**src/sv/cscm_pkg.sv**
```systemverilog
// shared types, constants and the per-entry firing rule of the schedule matcher
// no dependencies; used by cscm_mod_unit and calendar_schedule_matcher_top

package cscm_pkg;

  localparam int unsigned REG_COUNT   = 8;
  localparam int unsigned ENTRIES_DEF = 8;
  localparam int unsigned REG_W       = 9;
  localparam int unsigned CFG_IDX_W   = 4;
  localparam int unsigned VAL_W       = 6;
  localparam int unsigned MASK_W      = 8;

  localparam logic [VAL_W-1:0] POLL_WINDOW = VAL_W'(5);
  localparam logic [VAL_W:0]   HOUR_SLACK  = (VAL_W+1)'(2);

  localparam logic [2:0] MODE_NONE  = 3'd0;
  localparam logic [2:0] MODE_SEC   = 3'd1;
  localparam logic [2:0] MODE_MIN   = 3'd2;
  localparam logic [2:0] MODE_HOUR  = 3'd3;
  localparam logic [2:0] MODE_DAY   = 3'd4;
  localparam logic [2:0] MODE_MONTH = 3'd5;

  typedef struct packed {
    logic [5:0] sec;
    logic [5:0] min;
    logic [4:0] hour;
    logic [4:0] mday;
    logic [3:0] mon;
  } tick_time_t;

  // request and response of the shared remainder unit
  typedef struct packed {
    logic             start;
    logic [VAL_W-1:0] dividend;
    logic [VAL_W-1:0] divisor;
  } mod_req_t;

  typedef struct packed {
    logic             done;
    logic [VAL_W-1:0] rem;
  } mod_rsp_t;

  function automatic logic [2:0] reg_mode(input logic [REG_W-1:0] r);
    return r[8:6];
  endfunction

  function automatic logic [VAL_W-1:0] reg_begin(input logic [REG_W-1:0] r);
    return r[5:0];
  endfunction

  // seconds and minutes modes with a nonzero begin value need a remainder
  function automatic logic needs_mod(input logic [REG_W-1:0] r);
    return ((reg_mode(r) == MODE_SEC) || (reg_mode(r) == MODE_MIN)) &&
           (reg_begin(r) != '0);
  endfunction

  // rem is only looked at where needs_mod holds
  function automatic logic entry_fires(input logic [REG_W-1:0] r,
                                       input tick_time_t       now,
                                       input tick_time_t       last,
                                       input logic [VAL_W-1:0] rem);
    logic [VAL_W-1:0] b;
    logic             nz;
    logic             f;
    b  = reg_begin(r);
    nz = (b != '0);
    f  = 1'b0;
    unique case (reg_mode(r))
      MODE_SEC: begin
        f = ((last.min != now.min) || (last.sec != now.sec)) &&
            ((now.sec == b) || (nz && (rem < POLL_WINDOW)));
      end
      MODE_MIN: begin
        f = ((last.hour != now.hour) || (last.min != now.min)) &&
            ((now.min == b) || (nz && (rem == '0)));
      end
      MODE_HOUR: begin
        f = (last.hour != now.hour) && (b >= now.min) &&
            ({1'b0, b} <= ({1'b0, now.min} + HOUR_SLACK));
      end
      MODE_DAY: begin
        f = (last.mday != now.mday) && (b == {1'b0, now.hour});
      end
      MODE_MONTH: begin
        f = (last.mon != now.mon) && (b == {1'b0, now.mday});
      end
      default: f = 1'b0;
    endcase
    return f;
  endfunction

endpackage

```
**src/sv/cscm_mod_unit.sv**
```systemverilog
// serial remainder unit, one restoring step per cycle
// depends on cscm_pkg for the request and response types

module cscm_mod_unit (
  input  logic              clk_i,
  input  logic              rst_ni,
  input  cscm_pkg::mod_req_t req_i,
  output cscm_pkg::mod_rsp_t rsp_o
);

  localparam int unsigned W     = cscm_pkg::VAL_W;
  localparam int unsigned CNT_W = $clog2(W);

  typedef enum logic {
    M_IDLE,
    M_RUN
  } mod_state_e;

  mod_state_e     state_q;
  logic [CNT_W-1:0] cnt_q;
  logic [W-1:0]   dvd_q;
  logic [W-1:0]   div_q;
  logic [W-1:0]   rem_q;
  logic           done_q;

  logic [W:0]     trial;
  logic [W:0]     diff;
  logic [W-1:0]   rem_d;

  assign trial = {rem_q, dvd_q[W-1]};
  assign diff  = trial - {1'b0, div_q};
  assign rem_d = (trial >= {1'b0, div_q}) ? diff[W-1:0] : trial[W-1:0];

  always_ff @(posedge clk_i or negedge rst_ni) begin
    if (!rst_ni) begin
      state_q <= M_IDLE;
      done_q  <= 1'b0;
      cnt_q   <= '0;
    end else begin
      done_q <= 1'b0;
      unique case (state_q)
        M_IDLE: begin
          if (req_i.start) begin
            dvd_q   <= req_i.dividend;
            div_q   <= req_i.divisor;
            rem_q   <= '0;
            cnt_q   <= '0;
            state_q <= M_RUN;
          end
        end
        M_RUN: begin
          rem_q <= rem_d;
          dvd_q <= {dvd_q[W-2:0], 1'b0};
          cnt_q <= cnt_q + CNT_W'(1);
          if (cnt_q == CNT_W'(W - 1)) begin
            done_q  <= 1'b1;
            state_q <= M_IDLE;
          end
        end
        default: state_q <= M_IDLE;
      endcase
    end
  end

  assign rsp_o.done = done_q;
  assign rsp_o.rem  = rem_q;

endmodule

```
**src/sv/calendar_schedule_matcher_top.sv**
```systemverilog
// calendar schedule matcher: sequencer, entry registers, last-fire store
// depends on cscm_pkg and cscm_mod_unit
//
// usage:
//   - the input channel (in_valid_i / in_ready_o) carries one poll tick as
//     broken-down local time: second, minute, hour, day of month, month
//   - each tick yields exactly one output transaction (out_valid_o /
//     out_ready_i) holding fire_mask, bit i set when entry i fired
//   - entries are to be written through cfg_we_i / cfg_idx_i / cfg_data_i only while
//     the block is idle, which the block does not enforce; an index of 8 or more is ignored
//   - the sequencer walks the entries one per step; an entry in seconds or
//     minutes mode with a nonzero begin value waits on the shared serial
//     remainder unit (one bit per cycle) after its evaluate step; every other
//     entry is settled in its evaluate step
//   - in_ready_o is high only in the idle state, so a new tick is accepted
//     only after the previous tick's mask has been loaded into the output register
//   - a stalled receiver holds the result in the output register; the next
//     tick can still be accepted and worked on, and its result waits until
//     the output register is free
//   - reset clears entries, the last-fire times (all fields zero) and any
//     pending result

module calendar_schedule_matcher_top #(
  parameter int unsigned ENTRIES = cscm_pkg::ENTRIES_DEF
) (
  input  logic                           clk_i,
  input  logic                           rst_ni,
  // configuration
  input  logic                           cfg_we_i,
  input  logic [cscm_pkg::CFG_IDX_W-1:0] cfg_idx_i,
  input  logic [cscm_pkg::REG_W-1:0]     cfg_data_i,
  // tick input
  input  logic                           in_valid_i,
  output logic                           in_ready_o,
  input  logic [5:0]                     second_i,
  input  logic [5:0]                     minute_i,
  input  logic [4:0]                     hour_i,
  input  logic [4:0]                     day_of_month_i,
  input  logic [3:0]                     month_i,
  // result
  output logic                           out_valid_o,
  input  logic                           out_ready_i,
  output logic [cscm_pkg::MASK_W-1:0]    fire_mask_o
);

  localparam int unsigned IDX_W = (ENTRIES > 1) ? $clog2(ENTRIES) : 1;
  localparam int unsigned REG_IDX_W = $clog2(cscm_pkg::REG_COUNT);

  typedef enum logic [1:0] {
    S_IDLE,
    S_EVAL,
    S_WAIT,
    S_OUT
  } seq_state_e;

  // entry registers, all eight stored whatever ENTRIES is
  logic [cscm_pkg::REG_W-1:0] entry_q [cscm_pkg::REG_COUNT];

  always_ff @(posedge clk_i or negedge rst_ni) begin
    if (!rst_ni) begin
      for (int i = 0; i < int'(cscm_pkg::REG_COUNT); i++) begin
        entry_q[i] <= '0;
      end
    end else if (cfg_we_i && (cfg_idx_i < cscm_pkg::CFG_IDX_W'(cscm_pkg::REG_COUNT))) begin
      entry_q[cfg_idx_i[REG_IDX_W-1:0]] <= cfg_data_i;
    end
  end

  seq_state_e                  state_q;
  logic [IDX_W-1:0]            idx_q;
  cscm_pkg::tick_time_t        now_q;
  cscm_pkg::tick_time_t        last_q [ENTRIES];
  logic [cscm_pkg::MASK_W-1:0] mask_q;
  logic                        out_valid_q;
  logic [cscm_pkg::MASK_W-1:0] fire_mask_q;

  cscm_pkg::mod_req_t mod_req;
  cscm_pkg::mod_rsp_t mod_rsp;

  logic [cscm_pkg::REG_W-1:0] cur_reg;
  cscm_pkg::tick_time_t       cur_last;
  logic                       cur_needs_mod;
  logic                       cur_fires;
  logic                       step_done;
  logic                       last_idx;
  logic [cscm_pkg::MASK_W-1:0] idx_bit;

  assign cur_reg       = entry_q[REG_IDX_W'(idx_q)];
  assign cur_last      = last_q[idx_q];
  assign cur_needs_mod = cscm_pkg::needs_mod(cur_reg);
  assign cur_fires     = cscm_pkg::entry_fires(cur_reg, now_q, cur_last, mod_rsp.rem);
  assign last_idx      = (idx_q == IDX_W'(ENTRIES - 1));
  assign idx_bit       = cscm_pkg::MASK_W'(1) << idx_q;

  // an entry is settled in the evaluate cycle, or when the remainder returns
  assign step_done = ((state_q == S_EVAL) && !cur_needs_mod) ||
                     ((state_q == S_WAIT) && mod_rsp.done);

  // seconds mode divides the second, minutes mode the minute
  assign mod_req.start    = (state_q == S_EVAL) && cur_needs_mod;
  assign mod_req.dividend = (cscm_pkg::reg_mode(cur_reg) == cscm_pkg::MODE_SEC) ?
                            now_q.sec : now_q.min;
  assign mod_req.divisor  = cscm_pkg::reg_begin(cur_reg);

  cscm_mod_unit u_mod (
    .clk_i  (clk_i),
    .rst_ni (rst_ni),
    .req_i  (mod_req),
    .rsp_o  (mod_rsp)
  );

  always_ff @(posedge clk_i or negedge rst_ni) begin
    if (!rst_ni) begin
      state_q     <= S_IDLE;
      idx_q       <= '0;
      mask_q      <= '0;
      out_valid_q <= 1'b0;
      for (int i = 0; i < int'(ENTRIES); i++) begin
        last_q[i] <= '0;
      end
    end else begin
      // the receiver takes the pending result
      if (out_valid_q && out_ready_i) begin
        out_valid_q <= 1'b0;
      end
      unique case (state_q)
        S_IDLE: begin
          if (in_valid_i) begin
            now_q.sec  <= second_i;
            now_q.min  <= minute_i;
            now_q.hour <= hour_i;
            now_q.mday <= day_of_month_i;
            now_q.mon  <= month_i;
            idx_q      <= '0;
            mask_q     <= '0;
            state_q    <= S_EVAL;
          end
        end
        S_EVAL, S_WAIT: begin
          if (mod_req.start) begin
            state_q <= S_WAIT;
          end else if (step_done) begin
            if (cur_fires) begin
              last_q[idx_q] <= now_q;
              mask_q        <= mask_q | idx_bit;
            end
            if (last_idx) begin
              state_q <= S_OUT;
            end else begin
              idx_q   <= idx_q + IDX_W'(1);
              state_q <= S_EVAL;
            end
          end
        end
        S_OUT: begin
          // load the output register once it is free or being emptied
          if (!out_valid_q || out_ready_i) begin
            out_valid_q <= 1'b1;
            fire_mask_q <= mask_q;
            state_q     <= S_IDLE;
          end
        end
        default: state_q <= S_IDLE;
      endcase
    end
  end

  assign in_ready_o  = (state_q == S_IDLE);
  assign out_valid_o = out_valid_q;
  assign fire_mask_o = fire_mask_q;

endmodule

```
**config.mk**
```make
export PLATFORM = sky130hd
export DESIGN_NAME = calendar_schedule_matcher_top
export DESIGN_NICKNAME = d
export VERILOG_FILES = /design/src/sv/cscm_pkg.sv /design/src/sv/cscm_mod_unit.sv /design/src/sv/calendar_schedule_matcher_top.sv
export SDC_FILE = /design/constraint.sdc
export NUM_CORES = 1
export LEC_CHECK = 0
export ABC_AREA = 0
export BUFFER_PORTS_ARGS = -buffer_cell sky130_fd_sc_hd__buf_2
export CORE_UTILIZATION = 40
export CTS_CLUSTER_DIAMETER = 120
export DETAILED_ROUTE_END_ITERATION = 10
export MAX_ROUTING_LAYER = met4
export PLACE_DENSITY_LB_ADDON = 0.05
export SYNTH_ARGS = -nofsm -noshare
export SYNTH_HDL_FRONTEND = slang
export SYNTH_SLANG_ARGS = --single-unit
```
**constraint.sdc**
```tcl
create_clock -name clk_i -period 10.93 [get_ports clk_i]
set_clock_uncertainty 0.1 [all_clocks]
set_input_delay 0.5465 -clock clk_i [delete_from_list [all_inputs] [get_ports clk_i]]
set_output_delay 0.5465 -clock clk_i [all_outputs]
set_load 0.1 [all_outputs]
```
==> run_results.csv, run 1 <==
group,metric,value,unit
synth,synth_edf_count,52,
sta,setup_viol,0,
die,die_area,43900,um^2
synth,synth.top_cell.area_share,43.4,%
sta,rsz0062_at_grt,"no",
die,rows,75,
worst_setup_path,setup.worst_path.start_class,"register",
synth,synthAdderAreaFrac,2.37,%
clock_network,cts_resized,0,
synth,synth-seq-cells,351,
placed_design,dp_slack,4.84,ns
worst_setup_path,cp.required,11.25,ns
synth,syn_area,17200,um^2
hold_path,min_delay_path_depth,1,
synth,yosysSeqAreaShare,52.5,%
pwr,p_leak,8.81,nW
global_routing,grt_pass1_wl,68.7,mm
worst_setup_path,crit_type,"reg -> reg",
sta,period_minus_slack,6.09,ns
worst_setup_path,r2r_setup_slack,4.84,ns
drt,firstDrtPassIters,5,
global_routing,grtUsageTotal,21.5,%
sta,slew_headroom,19.3,%
synth,synthFlopType,"dfrtp_1",
global_routing,grt_pass1_vias,10705,
synth,synthXorXnorAreaFrac,2.39,%
drt,first_iter_violations,496,
clock_network,cts_setup_buffers,0,
cells_and_area,register_area,9050,um^2
sta,hold_viol_final,0,
sta,tns,0,ns
clock_network,cts_root_buf,"clkbuf_16",
synth,syn-num-nets,1296,
synth,synthCells,1220,
die,die_w,210,um
die,fp.coreArea,42200,um^2
drt,avgViaCountPerCell,5.56,
hold_path,hold_end,"now_q[4]",
hold_path,hold_class,"in -> reg",
sta,layout_setup_ws,4.84,ns
sta,max_freq,164,MHz
sta,max_slew.worst_pin.slew,1.21,ns
worst_setup_path,r2r_end,"last_q[63]",
global_routing,antenna_found_initial,1,
cells_and_area,fillers,3846,
synth,synth_top_family_by_area,"multiplexers",
placed_design,place.gp.congestion,0.797,
outcome,status,"finished clean",
synth,syn_area_per_cell,14.1,um^2
clock_network,h-tree-depth,2,
job,maxCapViolCount,0,
worst_setup_path,r2r_cells,16,
drt,num_vias,10124,
synth,yosys.area_share.simple,5.58,%
die,die_height,210,um
pwr,p_per_area,249,nW/um^2
clock_network,cts_sinks,351,
clock_network,clk_pin_slew,0.06,ns
cells_and_area,layout.cells.most_common,"dfrtp_1",
drt,routedWlPerCell,24.0,um
die,initial_core_util,40.8,%
clock_network,cts_buffer_depth,3,
pwr,ir_worst_vdd,0.112,mV
clock_network,cts_tree,"done",
worst_setup_path,end_kind,"register",
drt,drt-total-wl,43.7,mm
synth,synthMuxAreaShare,28.2,%
synth,synth_largest_area_cell,"dfrtp_1",
cells_and_area,syn_to_final_growth,10.9,%
clock_network,numCtsBuffers,41,
worst_setup_path,worstPathArrival,6.42,ns
placed_design,post-dp-hpwl,27.5,mm
cells_and_area,drive_above_1_share,35.3,%
global_routing,grt_overflow_total,0,
worst_setup_path,rr_startpoint,"idx_q[2]",
synth,synth.area.top_cells,"dfrtp_1 43%, mux2_2 14%, edfxtp_1 9.1%",
placed_design,io_buffers,53,
drt,drc,0,
synth,ys_warn_count,0,
global_routing,grt_max_degree,75,
cells_and_area,multiInputGateArea,7560,um^2
cells_and_area,fin_nets,1328,
drt,ant_nets,0,
clock_network,clock_latency,0.55,ns
cells_and_area,final_cell_mix,"296 x dfrtp_1, 221 x mux2_2, 52 x mux2i_1, 52 x edfxtp_1, 52 x buf_2",
worst_setup_path,crit_fanout,35,
sta,fin_crit_sh,55.8,%
synth,synth_compound_area_share,5.35,%
synth,synthArstFlopShare,85.2,%
synth,ys_types,76,
pwr,power,0.00477,W
sta,slew_viol_final,0,
die,boundaryPins,54,
hold_path,min_from,"day_of_month_i[0]",
## routing by layer
layer  share of wire, %  track usage, %
met4                2.4            5.99
met1                 47            29.8
met3                4.0            4.00
met5                  0               -
met2                 46            32.4
## cell type report
class                   count  area share (%)
clock buffers              62            6.31
clock inverters            11           0.419
repair buffers             72            2.20
multi-input cells         755            39.5
diodes                      1          0.0131
flip-flops and latches    351            47.4
well taps                 539            3.53
inverters                  31           0.609
## power breakdown
| part | switching, W | internal, W | total, W |
|---|---|---|---|
| Clock | 0.000543 | 0.000783 | 0.00133 |
| Sequential | 0.000213 | 0.00164 | 0.00185 |
| Combinational | 0.000885 | 0.000705 | 0.00159 |
## metrics by stage
step / util [%] / hold WS [ns] / cells / area [um^2]
CTS: 45.2 / 0.0316 / 1821 / 19100
finish: 45.3 / 0.0636 / 1822 / 19100
detailed placement: 42.2 / 0.341 / 1747 / 17800
global route: 45.3 / 0.0312 / 1822 / 19100
global placement: 42.2 / 0.338 / 1747 / 17800
floorplan: - / 0.151 / 1220 / 17200
## flip-flops by register name, indices dropped and copies added (netlist names)
signal,count
entry_q,72
fire_mask_o,8
idx_q,3
last_q,208
mask_q,8
now_q,26
out_valid_o,1
state_q,2
u_mod.cnt_q,3
u_mod.div_q,6
u_mod.done_q,1
u_mod.dvd_q,6
u_mod.rem_q,6
u_mod.state_q,1
## kinds of logic (layout without fill, tap and decap cells)
group	after synthesis	in the layout
AND/OR/NAND/NOR	158	158
other	0	1
multiplexers	390	390
XOR/XNOR	47	47
adder cells (fa/ha/maj)	32	32
AO/OA/AOI/OAI	128	128
flip-flops	351	351
buffers and inverters	114	176
## critical path, stage by stage, from the launching register on
cell and delay, ns:
dfrtp_4 0.61, buf_4 0.34, nor2_1 0.73, a22oi_1 0.22, o211ai_1 0.51, inv_1 0.26
ha_1 0.38, nand4_1 0.09, nor2_1 0.11, a21oi_1 0.07, o21ai_0 0.09, o211ai_1 0.12
a211o_1 0.27, o211ai_1 0.21, o31a_1 0.55, nand4_4 0.72, mux2_4 0.55
## synth_stat cells (all sizes together), types with 2 or more instances
cell type	count
a21boi	2
a21oi	17
a221o	2
a221oi	12
a22o	8
a22oi	8
a2bb2oi	3
a31oi	6
a32o	4
and2	7
and3	4
buf	55
clkbuf	28
dfrtp	299
edfxtp	52
ha	31
inv	31
mux2	305
mux2i	53
mux4	32
nand2	36
nand2b	11
nand3	14
nand3b	7
nand4	10
nor2	24
nor2b	13
nor3	13
nor3b	6
nor4	4
o211ai	5
o21a	3
o21ai	31
o22ai	10
o31ai	4
o32ai	3
or2	2
or3	3
xnor2	39
xor2	8
## how the worst max path moves through the flow
stage	slack, ns	end	start
3_3_place_gp	4.89	last_q[61]	idx_q[2]
6_report	4.84	last_q[63]	idx_q[2]
4_1_cts	4.81	last_q[125]	idx_q[2]
3_5_place_dp	4.84	last_q[117]	idx_q[2]
2_1_floorplan	6.90	last_q[107]	idx_q[0]
5_1_grt	4.52	last_q[53]	idx_q[2]
## timing repair
item                                    CTS  global route
endpoints found under the setup margin    0             0
hold endpoints to repair                 52             0
hold buffers                              1             0
Note: power is estimated with default switching activity, not from simulation.
==> run 2, diff against run 1 <==
==> constraint.sdc (replaced) <==
create_clock -name clk_i -period 4.9 [get_ports clk_i]
set_clock_uncertainty 0.1 [all_clocks]
set_input_delay 0.245 -clock clk_i [delete_from_list [all_inputs] [get_ports clk_i]]
set_output_delay 0.245 -clock clk_i [all_outputs]
set_load 0.1 [all_outputs]
==> run 2 against run 1 <==
  * Core utilization is 2.5 points higher
  * Non-clock buffer count is 110 higher
  * Sequential share of layout area is 2.5 points lower
  * Register-to-register slack worse by 4.6 ns
  * Clock power is 130% higher
  * Cell area is 5.6% higher
  * Sequential power is 120% higher
  * Count of clock-buffer cells in the layout is 1 lower
  * Combinational power grew to 2.5 times the previous value
  * Cell count is 6.2% higher
  * Largest cell class unchanged
==> run_results.csv, run 2 (synthesis gave the netlist of run 1 again) <==
group,metric,value,unit
cells_and_area,drive_above_1_share,37.5,%
worst_setup_path,critPathSlowestCell,"dfrtp_4",
die,rows,75,
worst_setup_path,cpPeakStageDelay,0.61,ns
global_routing,grtUsageTotal,21.7,%
clock_network,numCtsBuffers,42,
cells_and_area,final_util,47.8,%
drt,drt-total-wl,44.6,mm
sta,max_freq,215,MHz
cells_and_area,diodes,0,
cells_and_area,fillers,3715,
worst_setup_path,crit_fanout,21,
die,die_w,210,um
global_routing,antenna_found_initial,0,
placed_design,place.gp.congestion,0.819,
worst_setup_path,cp_num_buf_inv,6,
sta,slew_viol_final,0,
placed_design,post_dp_cell_area,18400,um^2
die,boundaryPins,54,
die,die_height,210,um
worst_setup_path,r2r_end,"last_q[90]",
cells_and_area,syn_to_final_growth,17.2,%
worst_setup_path,cp-startpoint,"idx_q[0]",
sta,period_minus_slack,4.65,ns
pwr,p_per_area,553,nW/um^2
cells_and_area,reg.largest.list,"last_q x208, entry_q x72, now_q x26",
drt,first_iter_violations,486,
drt,num_vias,10436,
clock_network,cts_buffer_depth,3,
worst_setup_path,worstPathArrival,4.99,ns
global_routing,grt_pass1_wl,69.7,mm
sta,max_slew.worst_pin.slew,1.25,ns
worst_setup_path,cp_cell_sequence,"buf_4 -> nor2b_1 -> buf_4 -> nand3_1 -> nand4_2 -> buf_4 -> nand3b_1 -> o2bb2ai_1 -> buf_4 -> or2_1 -> o21a_1 -> o31ai_4 -> buf_4 -> nor3_4 -> buf_4 -> mux2_2",
cells_and_area,stdcell_area,20200,um^2
job,maxCapViolCount,0,
clock_network,clk_pin_slew,0.06,ns
clock_network,h-tree-depth,2,
global_routing,grt_max_degree,177,
cells_and_area,largest_register_ffs,208,
clock_network,cts_root_buf,"clkbuf_16",
worst_setup_path,cp.required,5.24,ns
pwr,ir_worst_vdd,0.213,mV
sta,slew_headroom,16.5,%
worst_setup_path,crit_family,"simple AND/OR/NAND/NOR gates",
placed_design,post-dp-hpwl,29.6,mm
worst_setup_path,setup.worst_path.start_class,"register",
drt,avgViaCountPerCell,5.39,
worst_setup_path,cp.depth,16,
placed_design,io_buffers,53,
cells_and_area,fin_nets,1439,
drt,drc,0,
sta,hold_viol_final,0,
worst_setup_path,cp-endpoint,"last_q[90]",
cells_and_area,final_cell_mix,"296 x dfrtp_1, 221 x mux2_2, 84 x buf_4",
pwr,power,0.0112,W
sta,timing.hold.ws,0.0904,ns
die,initial_core_util,40.8,%
drt,routedWlPerCell,23.1,um
die,die_area,43900,um^2
sta,setup_viol,0,
drt,firstDrtPassIters,4,
worst_setup_path,r2r_cells,16,
cells_and_area,regMostFlops,"last_q",
clock_network,cts_sinks,351,
worst_setup_path,r2r_setup_slack,0.25,ns
pwr,p_leak,9.37,nW
drt,ant_nets,0,
global_routing,grt_pass1_vias,10888,
hold_path,hold_class,"in -> async",
clock_network,clock_latency,0.56,ns
worst_setup_path,crit_type,"reg -> reg",
die,fp.coreArea,42200,um^2
worst_setup_path,rr_startpoint,"idx_q[0]",
global_routing,grt_overflow_total,0,
cells_and_area,layout.cells.most_common,"dfrtp_1",
worst_setup_path,end_kind,"register",
worst_setup_path,cpMostUsedCell,"buf_4",
outcome,status,"finished clean",
clock_network,cts_tree,"done",
sta,fin_crit_sh,94.9,%
-- run 2: where the power goes --
| group | leakage, nW | switching, W | internal, W |
|---|---|---|---|
| Clock | 0.647 | 0.00124 | 0.00181 |
| Sequential | 4.48 | 0.000477 | 0.00365 |
| Combinational | 4.24 | 0.00207 | 0.00192 |
-- run 2: layer usage --
layer / vias up / global-route usage (%) / routed length, um
met4: 0 / 6.47 / 987
met2: 178 / 32.9 / 20500
met3: 69 / 2.84 / 1530
li1: 4784 / - / -
met5: - / - / 0
met1: 5405 / 30.5 / 21600
-- run 2: what timing repair did --
item,4_1_cts,5_1_grt
hold buffers,37,0
endpoints found under the setup margin,0,56
gates resized for setup,0,2
buffers inserted,0,4
hold endpoints to repair,147,0
-- run 2: worst min path at each step --
| stage | end | slack [ns] | cells past startpoint |
|---|---|---|---|
| final | u_mod.cnt_q[2] | 0.09 | 2 |
| after detailed placement | u_mod.cnt_q[0] | 0.1 | 1 |
| after global placement | u_mod.cnt_q[0] | 0.1 | 1 |
| after global routing | mask_q[2] | 0.11 | 4 |
| after floorplan | entry_q[0] | -0.15 | 0 |
| after CTS | mask_q[2] | 0.06 | 4 |
-- run 2: worst reg2reg max path, cell delays in order (launching register included) --
cell,delay (ns)
dfrtp_4,0.61
buf_4,0.30
nor2b_1,0.22
buf_4,0.16
nand3_1,0.10
nand4_2,0.20
buf_4,0.21
nand3b_1,0.16
o2bb2ai_1,0.34
buf_4,0.20
or2_1,0.11
o21a_1,0.26
o31ai_4,0.14
buf_4,0.16
nor3_4,0.58
buf_4,0.33
mux2_2,0.36
-- run 2: layout make-up --
class,instances,area (um^2),area share [%]
sequential,351,9050,44.9
multi-input combinational,755,7570,37.5
timing repair buffer,182,1440,7.12
clock buffer,61,1200,5.96
tap,539,674,3.34
clock inverter,16,130,0.645
inverter,31,116,0.577
-- run 2: stage by stage --
step	setup slack (ns)	TNS (ns)	cells
final	0.249	0	1935
after global routing	-0.000330	-0.000330	1935
after CTS	0.0705	0	1931
after detailed placement	0.0920	0	1817
after global placement	0.0438	0	1817
after floorplan	0.870	0	1220
==> run 3, diff against run 2 <==
--- a/config.mk
+++ b/config.mk
@@ -12,6 +12,7 @@
 export DETAILED_ROUTE_END_ITERATION = 10
 export MAX_ROUTING_LAYER = met4
 export PLACE_DENSITY_LB_ADDON = 0.05
+export REMOVE_ABC_BUFFERS = 1
 export SYNTH_ARGS = -nofsm -noshare
 export SYNTH_HDL_FRONTEND = slang
 export SYNTH_SLANG_ARGS = --single-unit
==> run 3 against run 2 <==
  * Non-clock buffer count shrank 33
  * Wire length fell by 1.7%
  * Cell count shrank 1.7%
  * Die area is the same
  * Worst setup slack better by 0.020 ns
  * Highest routed layer unchanged
  * Largest cell class unchanged
  * Count of clock-buffer cells in the layout is 4 higher
==> run_results.csv, run 3 (synthesis gave the netlist of run 1 again) <==
group,metric,value,unit
outcome,status,"finished clean",
cells_and_area,regMostFlops,"last_q",
sta,max_freq,216,MHz
pwr,p_switching,0.00373,W
placed_design,io_buffers,53,
global_routing,grt_pass1_vias,10958,
worst_setup_path,cp.required,5.24,ns
worst_setup_path,r2r_setup_slack,0.27,ns
cells_and_area,multiInputGateArea,7560,um^2
clock_network,numCtsBuffers,42,
cells_and_area,diodes,0,
sta,slew_viol_final,0,
drt,firstDrtPassIters,4,
cells_and_area,fin_nets,1406,
clock_network,cts_tree,"done",
worst_setup_path,setup.worst_path.start_class,"register",
worst_setup_path,cpMostUsedCell,"buf_4",
die,die_w,210,um
cells_and_area,drive_above_1_share,36.7,%
sta,slew_headroom,26.1,%
die,die_area,43900,um^2
worst_setup_path,critPathSlowestCell,"dfrtp_4",
pwr,pwr-share-seq,37.1,%
sta,hold_viol_final,0,
pwr,p_int,0.00738,W
cells_and_area,layout.cells.most_common,"dfrtp_1",
cells_and_area,largest_register_ffs,208,
pwr,swShare,33.5,%
cells_and_area,final_util,47.7,%
clock_network,cts_resized,0,
die,rows,75,
clock_network,cts_root_buf,"clkbuf_16",
drt,first_iter_violations,587,
worst_setup_path,crit_family,"simple AND/OR/NAND/NOR gates",
cells_and_area,reg.largest.list,"last_q x208, entry_q x72, now_q x26",
die,boundaryPins,54,
cells_and_area,fillers,3784,
hold_path,hold_class,"in -> reg",
clock_network,clk_pin_slew,0.05,ns
job,maxCapViolCount,0,
placed_design,post-dp-hpwl,29.3,mm
clock_network,clock_latency,0.57,ns
pwr,clkPwrFrac,29.2,%
global_routing,grtUsageTotal,21.6,%
worst_setup_path,worstPathArrival,4.97,ns
die,initial_core_util,40.8,%
drt,routedWlPerCell,23.1,um
drt,num_vias,10301,
sta,layout_setup_ws,0.269,ns
drt,drc,0,
die,die_height,210,um
global_routing,grt_pass1_wl,69.2,mm
worst_setup_path,end_kind,"register",
sta,period_minus_slack,4.63,ns
pwr,combPwrFrac,33.7,%
clock_network,cts_setup_buffers,0,
placed_design,post_dp_cell_area,18300,um^2
clock_network,h-tree-depth,2,
placed_design,place.gp.congestion,0.808,
worst_setup_path,crit_type,"reg -> reg",
pwr,p_per_area,551,nW/um^2
worst_setup_path,cpPeakStageDelay,0.59,ns
cells_and_area,final_cell_mix,"296 x dfrtp_1, 221 x mux2_2, 52 x mux2i_1, 52 x edfxtp_1, 52 x buf_2",
pwr,p_leak,9.33,nW
die,fp.coreArea,42200,um^2
global_routing,antenna_found_initial,1,
sta,fin_crit_sh,94.5,%
pwr,ir_worst_vdd,0.235,mV
sta,rsz0062_at_grt,"no",
cells_and_area,register_area,9050,um^2
sta,setup_viol,0,
drt,avgViaCountPerCell,5.41,
cells_and_area,stdcell_area,20200,um^2
clock_network,cts_sinks,351,
drt,ant_nets,0,
clock_network,cts_buffer_depth,3,
global_routing,grt_overflow_total,0,
drt,drt-total-wl,43.9,mm
placed_design,dp_slack,0.209,ns
cells_and_area,syn_to_final_growth,17.0,%
global_routing,grt_max_degree,160,
worst_setup_path,cp_num_buf_inv,4,
sta,max_slew.worst_pin.slew,1.10,ns
worst_setup_path,crit_fanout,28,
worst_setup_path,cp_cell_sequence,"buf_12 -> buf_4 -> and2_1 -> mux4_2 -> nor3_1 -> o22ai_1 -> nor4_2 -> a211o_1 -> o211ai_1 -> buf_4 -> o31ai_4 -> nor3_4 -> buf_4 -> mux2_1",
-- run 3: power groups by stage --
stage               Combinational (W)  Clock [W]  Sequential [W]
finish                        0.00374    0.00324         0.00413
CTS                           0.00378    0.00336         0.00414
detailed placement            0.00375          0         0.00418
global route                  0.00411    0.00346         0.00423
global placement              0.00373          0         0.00418
floorplan                     0.00245          0         0.00420
-- run 3: what timing repair did --
| item | in CTS | in global routing |
|---|---|---|
| endpoints found under the setup margin | 0 | 0 |
| hold buffers | 37 | 0 |
| endpoints found under the hold margin | 188 | 0 |
-- run 3: worst reg2reg max path: stages (launching register included) --
cell	delay, ns
dfrtp_4	0.59
buf_12	0.23
buf_4	0.29
and2_1	0.19
mux4_2	0.47
nor3_1	0.18
o22ai_1	0.22
nor4_2	0.58
a211o_1	0.20
o211ai_1	0.13
buf_4	0.16
o31ai_4	0.49
nor3_4	0.11
buf_4	0.24
mux2_1	0.33
-- run 3: metrics by stage --
step	TNS (ns)	hold slack [ns]	total power, W	instances
after floorplan	-293.13	-0.151	0.00665	1137
after global placement	0	0.239	0.00791	1788
after detailed placement	0	0.237	0.00793	1788
after CTS	0	0.0870	0.0113	1903
after global routing	0	0.166	0.0118	1903
final	0	0.121	0.0111	1903
-- run 3: final cells by class --
class | count | share of cell area, %
Sequential cell | 351 | 44.9
Clock buffer | 65 | 6.39
Tap cell | 539 | 3.35
Clock inverter | 13 | 0.826
Inverter | 31 | 0.577
Timing Repair Buffer | 149 | 6.46
Multi-Input combinational cell | 755 | 37.5
-- run 3: worst paths after layout --
path,end,cells past startpoint,from
min,mask_q[2],4,in_valid_i
min in group asynchronous,u_mod.cnt_q[0],2,rst_ni
min reg2reg,fire_mask_o[7],0,mask_q[7]
max reg2reg,last_q[15],14,idx_q[2]
max,last_q[15],14,idx_q[2]
max in group asynchronous,last_q[106],3,rst_ni
-- run 3: per-layer routing --
layer	part of all wire [%]	track usage, %	up-vias
met3	2.8	2.75	62
met5	0	-	-
met4	2.2	6.57	0
met1	50	30.7	5392
li1	-	-	4715
met2	45	32.3	132
